===== src/sv/acia_pkg.sv =====
// Shared types, status bit positions and word format tables for the ACIA.
package acia_pkg;

    // Transaction kind carried in the input tuser field
    typedef enum logic [1:0] {
        ACT_READ  = 2'd0,
        ACT_WRITE = 2'd1,
        ACT_TICK  = 2'd2,
        ACT_NONE  = 2'd3
    } t_action;

    // Framer phase, shared by the receive and transmit sides
    typedef enum logic [2:0] {
        PH_IDLE   = 3'd0,
        PH_DATA   = 3'd1,
        PH_PARITY = 3'd2,
        PH_STOP1  = 3'd3,
        PH_STOP2  = 3'd4
    } t_phase;

    typedef enum logic [1:0] {
        PAR_NONE = 2'd0,
        PAR_EVEN = 2'd1,
        PAR_ODD  = 2'd2
    } t_parity;

    // Status register bit positions
    localparam int ST_RDRF = 0;
    localparam int ST_TDRE = 1;
    localparam int ST_FE   = 4;
    localparam int ST_OVRN = 5;
    localparam int ST_PE   = 6;
    localparam int ST_IRQ  = 7;

    localparam logic [7:0] STATUS_RESET = 8'h02;

    // Control register codes
    localparam logic [1:0] DIV_MASTER_RESET = 2'b11;
    localparam logic [1:0] TXC_IRQ_ON       = 2'b01;

    // Framer state of one direction
    typedef struct packed {
        t_phase     phase;
        logic [7:0] shift;
        logic [3:0] count;
        logic       parity_acc;
    } t_framer;

    // Data bits per word format: 7E2, 7O2, 7E1, 7O1, 8N2, 8N1, 8E1, 8O1
    function automatic logic [3:0] fmt_data_bits(input logic [2:0] fmt);
        return fmt[2] ? 4'd8 : 4'd7;
    endfunction

    function automatic t_parity fmt_parity(input logic [2:0] fmt);
        t_parity p;
        unique case (fmt)
            3'd0, 3'd2, 3'd6: p = PAR_EVEN;
            3'd1, 3'd3, 3'd7: p = PAR_ODD;
            default:          p = PAR_NONE;
        endcase
        return p;
    endfunction

    function automatic logic fmt_two_stop(input logic [2:0] fmt);
        return (fmt == 3'd0) || (fmt == 3'd1) || (fmt == 3'd4);
    endfunction

endpackage


===== src/sv/acia_rx_framer.sv =====
// Receive framer: next receive state and status for one bit tick.
module acia_rx_framer
    import acia_pkg::*;
(
    input  t_framer    i_state,
    input  logic [7:0] i_status,
    input  logic [2:0] i_fmt,
    input  logic       i_irq_en,
    input  logic       i_bit,
    output t_framer    o_state,
    output logic [7:0] o_status,
    output logic       o_hold_load
);

    t_parity    w_par;
    logic       w_want;
    logic [3:0] w_count;

    assign w_par   = fmt_parity(i_fmt);
    assign w_want  = (w_par == PAR_ODD) ? ~i_state.parity_acc : i_state.parity_acc;
    assign w_count = i_state.count + 4'd1;

    // Frame the incoming bit
    always_comb begin
        o_state     = i_state;
        o_status    = i_status;
        o_hold_load = 1'b0;
        unique case (i_state.phase)
            PH_DATA: begin
                o_state.shift[i_state.count[2:0]] = i_state.shift[i_state.count[2:0]] | i_bit;
                o_state.parity_acc = i_state.parity_acc ^ i_bit;
                o_state.count      = w_count;
                if (w_count >= fmt_data_bits(i_fmt)) begin
                    o_state.phase = (w_par != PAR_NONE) ? PH_PARITY : PH_STOP1;
                end
            end
            PH_PARITY: begin
                o_status[ST_PE] = (i_bit != w_want);
                o_state.phase   = PH_STOP1;
            end
            PH_STOP1: begin
                o_status[ST_FE] = ~i_bit;
                if (fmt_two_stop(i_fmt)) begin
                    o_state.phase = PH_STOP2;
                end else begin
                    o_state.phase = PH_IDLE;
                    o_hold_load   = 1'b1;
                end
            end
            PH_STOP2: begin
                o_status[ST_FE] = ~i_bit;
                o_state.phase   = PH_IDLE;
                o_hold_load     = 1'b1;
            end
            default: begin
                // Idle: wait for a start bit
                o_state.phase = PH_IDLE;
                if (!i_bit) begin
                    o_state.phase      = PH_DATA;
                    o_state.shift      = 8'd0;
                    o_state.count      = 4'd0;
                    o_state.parity_acc = 1'b0;
                end
            end
        endcase
        // Completed byte: overrun tracks the previous RDRF
        if (o_hold_load) begin
            o_status[ST_OVRN] = i_status[ST_RDRF];
            o_status[ST_RDRF] = 1'b1;
            o_status[ST_IRQ]  = o_status[ST_IRQ] | i_irq_en;
        end
    end

endmodule


===== src/sv/acia_tx_framer.sv =====
// Transmit framer: next transmit state, status and line level for one bit tick.
module acia_tx_framer
    import acia_pkg::*;
(
    input  t_framer    i_state,
    input  logic [7:0] i_status,
    input  logic [2:0] i_fmt,
    input  logic [7:0] i_holding,
    input  logic       i_irq_en,
    output t_framer    o_state,
    output logic [7:0] o_status,
    output logic       o_bit
);

    t_parity    w_par;
    logic [3:0] w_count;
    logic       w_data_bit;

    assign w_par      = fmt_parity(i_fmt);
    assign w_count    = i_state.count + 4'd1;
    assign w_data_bit = i_state.shift[i_state.count[2:0]];

    // Serialize the frame
    always_comb begin
        o_state  = i_state;
        o_status = i_status;
        o_bit    = 1'b1;
        unique case (i_state.phase)
            PH_DATA: begin
                o_bit              = w_data_bit;
                o_state.parity_acc = i_state.parity_acc ^ w_data_bit;
                o_state.count      = w_count;
                if (w_count >= fmt_data_bits(i_fmt)) begin
                    o_state.phase = (w_par != PAR_NONE) ? PH_PARITY : PH_STOP1;
                end
            end
            PH_PARITY: begin
                o_bit         = (w_par == PAR_ODD) ? ~i_state.parity_acc : i_state.parity_acc;
                o_state.phase = PH_STOP1;
            end
            PH_STOP1: begin
                o_state.phase = fmt_two_stop(i_fmt) ? PH_STOP2 : PH_IDLE;
            end
            PH_STOP2: begin
                o_state.phase = PH_IDLE;
            end
            default: begin
                // Idle: start a frame when the transmit register is full
                o_state.phase = PH_IDLE;
                if (!i_status[ST_TDRE]) begin
                    o_state.count      = 4'd0;
                    o_state.parity_acc = 1'b0;
                    o_state.shift      = i_holding;
                    o_status[ST_TDRE]  = 1'b1;
                    o_status[ST_IRQ]   = i_status[ST_IRQ] | i_irq_en;
                    o_state.phase      = PH_DATA;
                    o_bit              = 1'b0;
                end
            end
        endcase
    end

endmodule


===== src/sv/acia_serial_bit_framer.sv =====
// 6850-style ACIA with bit-tick serial framing: top level.
//
// Input channel (s_axis): one transaction is a bus read, a bus write or a
// bit tick. tuser selects the kind and register, tdata carries the write
// byte and the receive line level for a tick.
// Output channel (m_axis): exactly one result transaction per input
// transaction, in order: read data (status or receive byte on a read,
// otherwise zero), transmit line level (1 outside ticks) and the IRQ bit.
// An accepted transaction is captured in the input register and is then
// evaluated into the result register, which holds it while the receiver
// stalls. Throughput is one transaction per clock while the receiver does not
// stall; the state update is a short combinational step between the two registers.
// Reset (synchronous, i_rst_n low) empties both registers, idles both
// framers, clears their shift and holding data and sets status to transmit-empty only.
// When the receiver stalls the result register holds, the input register
// still fills, and s_axis tready drops only once both are occupied.
module acia_serial_bit_framer
    import acia_pkg::*;
(
    input  logic        i_clk,
    input  logic        i_rst_n,
    input  logic        i_s_axis_tvalid,
    output logic        o_s_axis_tready,
    input  logic [15:0] i_s_axis_tdata,  // [7:0] write_data, [8] rx_line, rest zero
    input  logic [2:0]  i_s_axis_tuser,  // [1:0] action, [2] reg_select
    output logic        o_m_axis_tvalid,
    input  logic        i_m_axis_tready,
    output logic [15:0] o_m_axis_tdata   // [7:0] read_data, [8] tx_line, [9] irq, rest zero
);

    // Input register
    logic       r_in_valid;
    t_action    r_action;
    logic       r_sel;
    logic [7:0] r_wdata;
    logic       r_rx_line;

    // Result register
    logic       r_out_valid;
    logic [7:0] r_out_rdata;
    logic       r_out_tx;
    logic       r_out_irq;

    // Block state
    t_framer    r_rx, n_rx;
    t_framer    r_tx, n_tx;
    logic [7:0] r_status, n_status;
    logic [7:0] r_rx_hold, n_rx_hold;
    logic [7:0] r_tx_hold, n_tx_hold;
    logic [2:0] r_fmt, n_fmt;
    logic       r_rx_ie, n_rx_ie;
    logic       r_tx_ie, n_tx_ie;
    logic [7:0] n_rdata;
    logic       n_tx_bit;

    logic       w_adv;
    t_framer    w_rx_state;
    logic [7:0] w_rx_status;
    logic       w_rx_load;
    t_framer    w_tx_state;
    logic [7:0] w_tx_status;
    logic       w_tx_bit;

    assign w_adv           = r_in_valid && (!r_out_valid || i_m_axis_tready);
    assign o_s_axis_tready = !r_in_valid || w_adv;
    assign o_m_axis_tvalid = r_out_valid;
    assign o_m_axis_tdata  = {6'd0, r_out_irq, r_out_tx, r_out_rdata};

    acia_rx_framer u_rx (
        .i_state     (r_rx),
        .i_status    (r_status),
        .i_fmt       (r_fmt),
        .i_irq_en    (r_rx_ie),
        .i_bit       (r_rx_line),
        .o_state     (w_rx_state),
        .o_status    (w_rx_status),
        .o_hold_load (w_rx_load)
    );

    // Transmit side sees the status after the receive update of the same tick
    acia_tx_framer u_tx (
        .i_state   (r_tx),
        .i_status  (w_rx_status),
        .i_fmt     (r_fmt),
        .i_holding (r_tx_hold),
        .i_irq_en  (r_tx_ie),
        .o_state   (w_tx_state),
        .o_status  (w_tx_status),
        .o_bit     (w_tx_bit)
    );

    // Evaluate the registered transaction
    always_comb begin
        n_rx      = r_rx;
        n_tx      = r_tx;
        n_status  = r_status;
        n_rx_hold = r_rx_hold;
        n_tx_hold = r_tx_hold;
        n_fmt     = r_fmt;
        n_rx_ie   = r_rx_ie;
        n_tx_ie   = r_tx_ie;
        n_rdata   = 8'd0;
        n_tx_bit  = 1'b1;
        unique case (r_action)
            ACT_READ: begin
                if (r_sel) begin
                    n_rdata           = r_rx_hold;
                    n_status[ST_RDRF] = 1'b0;
                    n_status[ST_OVRN] = 1'b0;
                    n_status[ST_IRQ]  = 1'b0;
                end else begin
                    n_rdata = r_status;
                end
            end
            ACT_WRITE: begin
                if (r_sel) begin
                    n_tx_hold         = r_wdata;
                    n_status[ST_TDRE] = 1'b0;
                    n_status[ST_IRQ]  = 1'b0;
                end else if (r_wdata[1:0] == DIV_MASTER_RESET) begin
                    n_status   = STATUS_RESET;
                    n_rx.phase = PH_IDLE;
                    n_tx.phase = PH_IDLE;
                    n_rx_ie    = 1'b0;
                    n_tx_ie    = 1'b0;
                end else begin
                    n_fmt   = r_wdata[4:2];
                    n_rx_ie = r_wdata[7];
                    n_tx_ie = (r_wdata[6:5] == TXC_IRQ_ON);
                end
            end
            ACT_TICK: begin
                n_rx     = w_rx_state;
                n_tx     = w_tx_state;
                n_status = w_tx_status;
                n_tx_bit = w_tx_bit;
                if (w_rx_load) begin
                    n_rx_hold = r_rx.shift;
                end
            end
            default: begin
            end
        endcase
    end

    // Input register
    always_ff @(posedge i_clk) begin
        if (!i_rst_n) begin
            r_in_valid <= 1'b0;
            r_action   <= ACT_NONE;
            r_sel      <= 1'b0;
            r_wdata    <= 8'd0;
            r_rx_line  <= 1'b1;
        end else if (o_s_axis_tready) begin
            r_in_valid <= i_s_axis_tvalid;
            r_action   <= t_action'(i_s_axis_tuser[1:0]);
            r_sel      <= i_s_axis_tuser[2];
            r_wdata    <= i_s_axis_tdata[7:0];
            r_rx_line  <= i_s_axis_tdata[8];
        end
    end

    // Result register
    always_ff @(posedge i_clk) begin
        if (!i_rst_n) begin
            r_out_valid <= 1'b0;
        end else if (w_adv) begin
            r_out_valid <= 1'b1;
        end else if (i_m_axis_tready) begin
            r_out_valid <= 1'b0;
        end
    end

    always_ff @(posedge i_clk) begin
        if (w_adv) begin
            r_out_rdata <= n_rdata;
            r_out_tx    <= n_tx_bit;
            r_out_irq   <= n_status[ST_IRQ];
        end
    end

    // Block state
    always_ff @(posedge i_clk) begin
        if (!i_rst_n) begin
            r_rx      <= '{phase: PH_IDLE, shift: 8'd0, count: 4'd0, parity_acc: 1'b0};
            r_tx      <= '{phase: PH_IDLE, shift: 8'd0, count: 4'd0, parity_acc: 1'b0};
            r_status  <= STATUS_RESET;
            r_rx_hold <= 8'd0;
            r_tx_hold <= 8'd0;
            r_fmt     <= 3'd0;
            r_rx_ie   <= 1'b0;
            r_tx_ie   <= 1'b0;
        end else if (w_adv) begin
            r_rx      <= n_rx;
            r_tx      <= n_tx;
            r_status  <= n_status;
            r_rx_hold <= n_rx_hold;
            r_tx_hold <= n_tx_hold;
            r_fmt     <= n_fmt;
            r_rx_ie   <= n_rx_ie;
            r_tx_ie   <= n_tx_ie;
        end
    end

endmodule


===== config.mk =====
export PLATFORM = sky130hd
export DESIGN_NAME = acia_serial_bit_framer
export DESIGN_NICKNAME = d
export VERILOG_FILES = /design/src/sv/acia_pkg.sv /design/src/sv/acia_rx_framer.sv /design/src/sv/acia_tx_framer.sv /design/src/sv/acia_serial_bit_framer.sv
export SDC_FILE = /design/constraint.sdc
export NUM_CORES = 1
export LEC_CHECK = 0
export BUFFER_PORTS_ARGS = -buffer_cell sky130_fd_sc_hd__buf_2
export CORE_ASPECT_RATIO = 0.75
export CORE_MARGIN = 3
export CORE_UTILIZATION = 53
export DETAILED_ROUTE_END_ITERATION = 16
export PLACE_DENSITY = 0.75
export SYNTH_ARGS = -nofsm -noshare
export SYNTH_HDL_FRONTEND = slang
export SYNTH_SLANG_ARGS = --single-unit

===== constraint.sdc =====
create_clock -name i_clk -period 1.9 [get_ports i_clk]
set_input_delay 0.19 -clock i_clk [delete_from_list [all_inputs] [get_ports i_clk]]
set_output_delay 0.19 -clock i_clk [all_outputs]
set_load 0.05 [all_outputs]

Word-level counts from Yosys, hierarchy flattened
Index checks and enable logic that the tools add are counted.

storage, ports and cells
  bits in registers = 85
  output and inout bits = 18
  input port bits = 23
  logic and storage cells = 171

cells by class
  order comparisons = 5
  reduce and logical (&&, ||, !) cells = 35
  eq/ne operators = 32
  bitwise operators = 15
  multiplexer cells = 54
  add/subtract/negate cells = 2

operators by type and width
  kind                                                                           number
  14-bit 2-to-1 mux                                                              2
  13-bit one-hot mux with 2 select lines                                         1
  1-bit 2-to-1 mux                                                               25
  5-bit AND reduction                                                            5
  3-bit one-hot mux with 4 select lines                                          2
  4-bit AND reduction                                                            5
  3-bit by 2-bit == test with 1-bit output (second input constant)               6
  8-bit 2-to-1 mux                                                               2
  3-bit == test (second input constant)                                          5
  3-bit 2-to-1 mux                                                               5
  1-bit one-hot mux with 3 select lines                                          4
  3-bit one-hot mux with 2 select lines                                          2
  3-bit OR reduction                                                             4
  2-bit != test (second input constant)                                          5
  1-bit NOT                                                                      10
  5-bit one-hot mux with 2 select lines                                          1
  3-bit by 1-bit == test with 1-bit output (second input constant)               3
  3-bit AND reduction                                                            3
  4-bit by 1-bit adder with 4-bit output (second input constant)                 2
  8-bit bitwise mux                                                              1
  4-bit greater-or-equal comparator                                              2
  3-bit by 4-bit less-than comparator with 1-bit output (second input constant)  2
  2-bit by 1-bit != test with 1-bit output (second input constant)               4
  4-bit one-hot mux with 2 select lines                                          1
  other kinds (24)                                                               41

Logic depth before layout (Yosys ltp)
  depth after elaboration = 10
  mapped depth = 9
  mapped depth without buffers = 8

Cells and area by module
From an unflattened synthesis, not the netlist that was laid out.

unflattened totals
  cells, all modules = 597
  area total of the unflattened synthesis = 4992.3 µm²

modules (own cells, without submodules)
  module                  sequential area each (µm²)  area each (µm²)  cells an instance  times used
  acia_serial_bit_framer  1801.7                      3513.4           385                1
  acia_rx_framer          0.0                         872.1            126                1
  acia_tx_framer          0.0                         606.8            86                 1

Least setup slack after synthesis
No wires, ideal clock.

  path type = reg2reg
  start point = reg r_out_valid, in the netlist o_m_axis_tvalid
  end point = reg r_tx_hold[0]
  setup time = 118 ps
  setup slack = -191 ps
  data arrival time = 1973 ps
  buffers on the path = 1
  clock period less this slack = 2091 ps
  required time = 1782 ps
  cell stages (with the launch flop) = 7
  path through = dfxtp_1 nor2b_1 buf_6 nor2_2 nand3_1 mux2i_1 nor2b_1

on the way
  word-level cells in the longest chain between the ends = 4

ends and longest elaborated chain
  element                               line                           source
  from (decl)                           acia_serial_bit_framer.sv:39   logic r_out_valid;
  from (signal assigned)                acia_serial_bit_framer.sv:166  r_out_valid <= 1'b0;
  from (signal assigned)                acia_serial_bit_framer.sv:168  r_out_valid <= 1'b1;
  from (signal assigned)                acia_serial_bit_framer.sv:170  r_out_valid <= 1'b0;
  1-bit logical NOT                     acia_serial_bit_framer.sv:64   assign w_adv = r_in_valid && (!r_out_valid || i_m_axis_tready);
  1-bit logical OR                      acia_serial_bit_framer.sv:64
  1-bit logical AND                     acia_serial_bit_framer.sv:64
  named net w_adv                       acia_serial_bit_framer.sv:56   logic w_adv;
  3-bit AND reduction (no source line)  -
  to (signal assigned)                  acia_serial_bit_framer.sv:198  r_tx_hold <= n_tx_hold;
  to (decl)                             acia_serial_bit_framer.sv:49   logic [7:0] r_tx_hold, n_tx_hold;

The timed path passes the listed nets, and every way through them passes these cells.
A chain may end at the register's enable or synchronous reset.

Worst setup path after layout
  start point = reg r_tx[2] in the netlist's numbering
  end point = reg r_tx[14] in the netlist's numbering

on the way
  word-level cells in the longest chain between the ends = 4

ends and longest elaborated chain
  element                                                    line                           source
  from (decl)                                                acia_serial_bit_framer.sv:46   t_framer r_tx, n_tx;
  from (signal assigned)                                     acia_serial_bit_framer.sv:186  r_tx <= '{phase: PH_IDLE, shift: 8'd0, count: 4'd0, parity_acc: 1'b0};
  from (signal assigned)                                     acia_serial_bit_framer.sv:195  r_tx <= n_tx;
  4-bit by 1-bit adder with 4-bit output                     acia_tx_framer.sv:20           assign w_count = i_state.count + 4'd1;
  4-bit greater-or-equal comparator                          acia_tx_framer.sv:33           if (w_count >= fmt_data_bits(i_fmt)) begin
  3-bit by 2-bit != test with 1-bit output (no source line)  -
  5-bit AND reduction (no source line)                       -

Every way passes these cells.

==> results.sh <==
export IMPL_pre_cts_ws_ps=-123
export IMPL_num_vias=3275
export IMPL_async_flop_share=0
export IMPL_skew_ps=12.2
export IMPL_die_y_um=83.4
export IMPL_power_per_cell_area_mw_per_mm2=678
export IMPL_start_util=0.562
export IMPL_hold_viol=0
export IMPL_area_growth_pct=16.5
export IMPL_place_congestion=0.897
export IMPL_antenna_found_initial=0
export IMPL_clock_sinks=83
export IMPL_ys_ff_latch=83
export IMPL_placed_cells=574
export IMPL_netlist_area_mm2=0.00423
export IMPL_dp_hpwl_mm=6.84
export IMPL_worst_path_max_delay_cell="dfxtp_2"
export IMPL_regArea_mm2=0.00177
export IMPL_syn_avg_cell_area_um2=9.67
export IMPL_htreeDepth=3
export IMPL_fin_cells=593
export IMPL_drt_total_wl_mm=9.16
export IMPL_setup_violations=0
export IMPL_ys_flop_type="dfxtp_1"
export IMPL_cts_buffers=9
export IMPL_synth_edf_count=10
export IMPL_clkTransAtPathRegs_ps=80
export IMPL_whs_ps=26.9
export IMPL_grt_pass1_vias=3098
export IMPL_timing_fmax_mhz=546
export IMPL_fin_crit_sh=0.964
export IMPL_worst_slew_pin_slew_ps=494
export IMPL_drv_cap=0
export IMPL_outcome="finished, final reports clean"
export IMPL_max_slew_margin_rel=0.668
export IMPL_first_pass_iters=4
export IMPL_core_area_mm2=0.00753
export IMPL_power_leakage_nw=2.01
export IMPL_synth_seq_area_share=0.416
export IMPL_fin_nets=524
export IMPL_critical_path_max_stage_delay_ps=340
export IMPL_drt_iter0_drc=288
export IMPL_postRouteAntennaNets=0
export IMPL_final_max_slew_viol_count=0
export IMPL_rows=27
export IMPL_fin_crit_ps=1830
export IMPL_hold_class="in2reg"
export IMPL_synth_cell_type_count=59
export IMPL_clockBufferDepth=2
export IMPL_peakVddDrop_uv=532
export IMPL_end_kind="flop"
export IMPL_power_w=0.00334
export IMPL_grt_pass1_wl_mm=15.4
export IMPL_insertion_delay_ps=360
export IMPL_grt_use_total=0.214
export IMPL_dieArea_mm2=0.00911
export IMPL_critPathRequiredTime_ps=2160
export IMPL_crit_chain="buf_4, ha_2, xor2_1, ha_1, o21ai_1, a21oi_2, o21ai_2, o41ai_2"
export IMPL_grt_ovfl_total=0
export IMPL_criticalPathCategory="reg2reg"
export IMPL_cp_num_cells=8
export IMPL_cp_top_family="compound AO/OA/AOI/OAI gates"
export IMPL_antennaDiodeCount=0
export IMPL_critical_path_arrival_ps=2100
export IMPL_holdPathStages=2
export IMPL_yosysWarnings=0
export IMPL_cts_root_buf="clkbuf_8"
export IMPL_die_w_um=109
export IMPL_crit_buf_inv=1
export IMPL_wl_per_cell_um=15.4
export IMPL_cp_start_kind="flop"
export IMPL_rsz0062_at_grt="false"
export IMPL_drive_gt1_frac=0.228
export IMPL_viasPerCell=5.52
export IMPL_grt_max_degree=30
export IMPL_crit_path_max_fanout=3
export IMPL_multi_input_area_mm2=0.00241
export IMPL_syn_inst=438
export IMPL_hold_buffers=0
export IMPL_setup_ws_ps=67.8
export IMPL_cts_tree="built"
export IMPL_numPortBuffers=27
export IMPL_drc_errors=0
export IMPL_io_pins=41
export IMPL_r2r_cells=8
export IMPL_fill_cells=584
cells in the final DEF (no fill, tap or decap), types with 3 or more instances in the layout:
master and count:
buf_2 26, a21oi_1 10, o21ai_0 10, xnor2_1 5
mux2i_1 44, nand3b_1 5, nor2_1 24, nand2b_1 5
dfxtp_2 6, inv_1 6, mux4_2 3, nor3_1 4
edfxtp_1 10, clkbuf_8 9, dfxtp_1 67, o211ai_1 5
ha_1 11, conb_1 6, nand2_1 53, and3_1 5
and2_1 4, a21boi_0 12, nor2b_1 41, a2111oi_4 3
xor2_1 11, nand3_1 13, and3b_1 3, buf_4 33
Yosys cell counts (all sizes together) (10+ instances only):
library cell   n  area [um^2]
mux2i         44          440
o21ai         12         60.1
edfxtp        10          300
xor2          11         96.3
nor2b         42          263
dfxtp         73         1460
nand2         55          209
nand3         14         75.1
nor2          25         96.4
a21boi        12         90.1
buf           18          114
a21oi         11         55.1
ha            14          175
clkbuf        10         37.5
sequential cells by signal (all words and copies together) (netlist names):
register / count
r_in_valid: 1
r_action: 2
r_tx: 16
r_tx_ie: 1
r_out_tx: 1
r_tx_hold: 8
r_sel: 1
r_rx: 16
r_out_rdata: 8
r_fmt: 3
r_rx_ie: 1
r_rx_line: 1
r_wdata: 8
r_status: 6
r_rx_hold: 8
o_m_axis_tvalid: 1
r_out_irq: 1
final timing paths:
| kind | from | endpoint | slack [ps] |
|---|---|---|---|
| worst max register to register | r_tx[2] | r_tx[14] | 70 |
| worst max-delay path | r_tx[2] | r_tx[14] | 70 |
| worst min-delay path | i_s_axis_tvalid | r_in_valid | 30 |
| worst min register to register | r_status[5] | r_status[5] | 470 |
layer usage:
| layer | vias up | wire, um | global-route usage | share of wire |
|---|---|---|---|---|
| met5 | - | 0 | 0 | 0 |
| met4 | 0 | 94 | 0.0510 | 0.010 |
| met1 | 1552 | 4360 | 0.325 | 0.48 |
| met3 | 9 | 767 | 0.0513 | 0.084 |
| met2 | 92 | 3930 | 0.303 | 0.43 |
| li1 | 1622 | - | - | - |
logic make-up after synthesis:
kind of cell,Yosys count,synth area share
xor gates and xnor gates,16,0.0331
other,1,0.000886
DFF,83,0.416
buffers and inverters,36,0.0428
adders and majority gates,14,0.0414
AOI/OAI and AO/OA,61,0.109
and+or+nand+nor,178,0.227
muxes,49,0.130
final cells by class:
| cell class | instances | share of cell area |
|---|---|---|
| clock inverter | 5 | 0.0107 |
| inverter | 8 | 0.00609 |
| multi-input combinational | 324 | 0.489 |
| timing repair buffer | 61 | 0.0830 |
| tap | 101 | 0.0256 |
| sequential | 83 | 0.359 |
| clock buffer | 11 | 0.0266 |
repair_timing:
item,CTS,global route
setup buffers,0,4
pin swaps,2,10
endpoints found under the hold margin,0,0
endpoints found under the setup margin,22,19
gates resized for setup,7,21
gates cloned,0,0
worst reg2reg max path, stage by stage, from the launching register on:
cell and delay [ps]:
dfxtp_2 340, buf_4 140, ha_2 170, xor2_1 150, ha_1 290, o21ai_1 70, a21oi_2 140, o21ai_2 100
o41ai_2 340
stage by stage:
| stage | util | area, um^2 | TNS [ps] |
|---|---|---|---|
| final | 0.655 | 4930 | 0 |
| after global routing | 0.655 | 4930 | 0 |
| after CTS | 0.641 | 4830 | -0.224 |
| after global placement | 0.613 | 4620 | -30.9 |
| after floorplan | - | 4260 | 0 |
| after detailed placement | 0.613 | 4620 | -1170 |
power breakdown:
| group | leakage (nW) | internal (W) | switching (W) |
|---|---|---|---|
| combinational | 1.23 | 0.000109 | 0.000185 |
| clock | 0.0951 | 0.000604 | 0.000618 |
| sequential | 0.689 | 0.00180 | 0.0000278 |
Note: power is estimated with default switching activity, not from simulation.
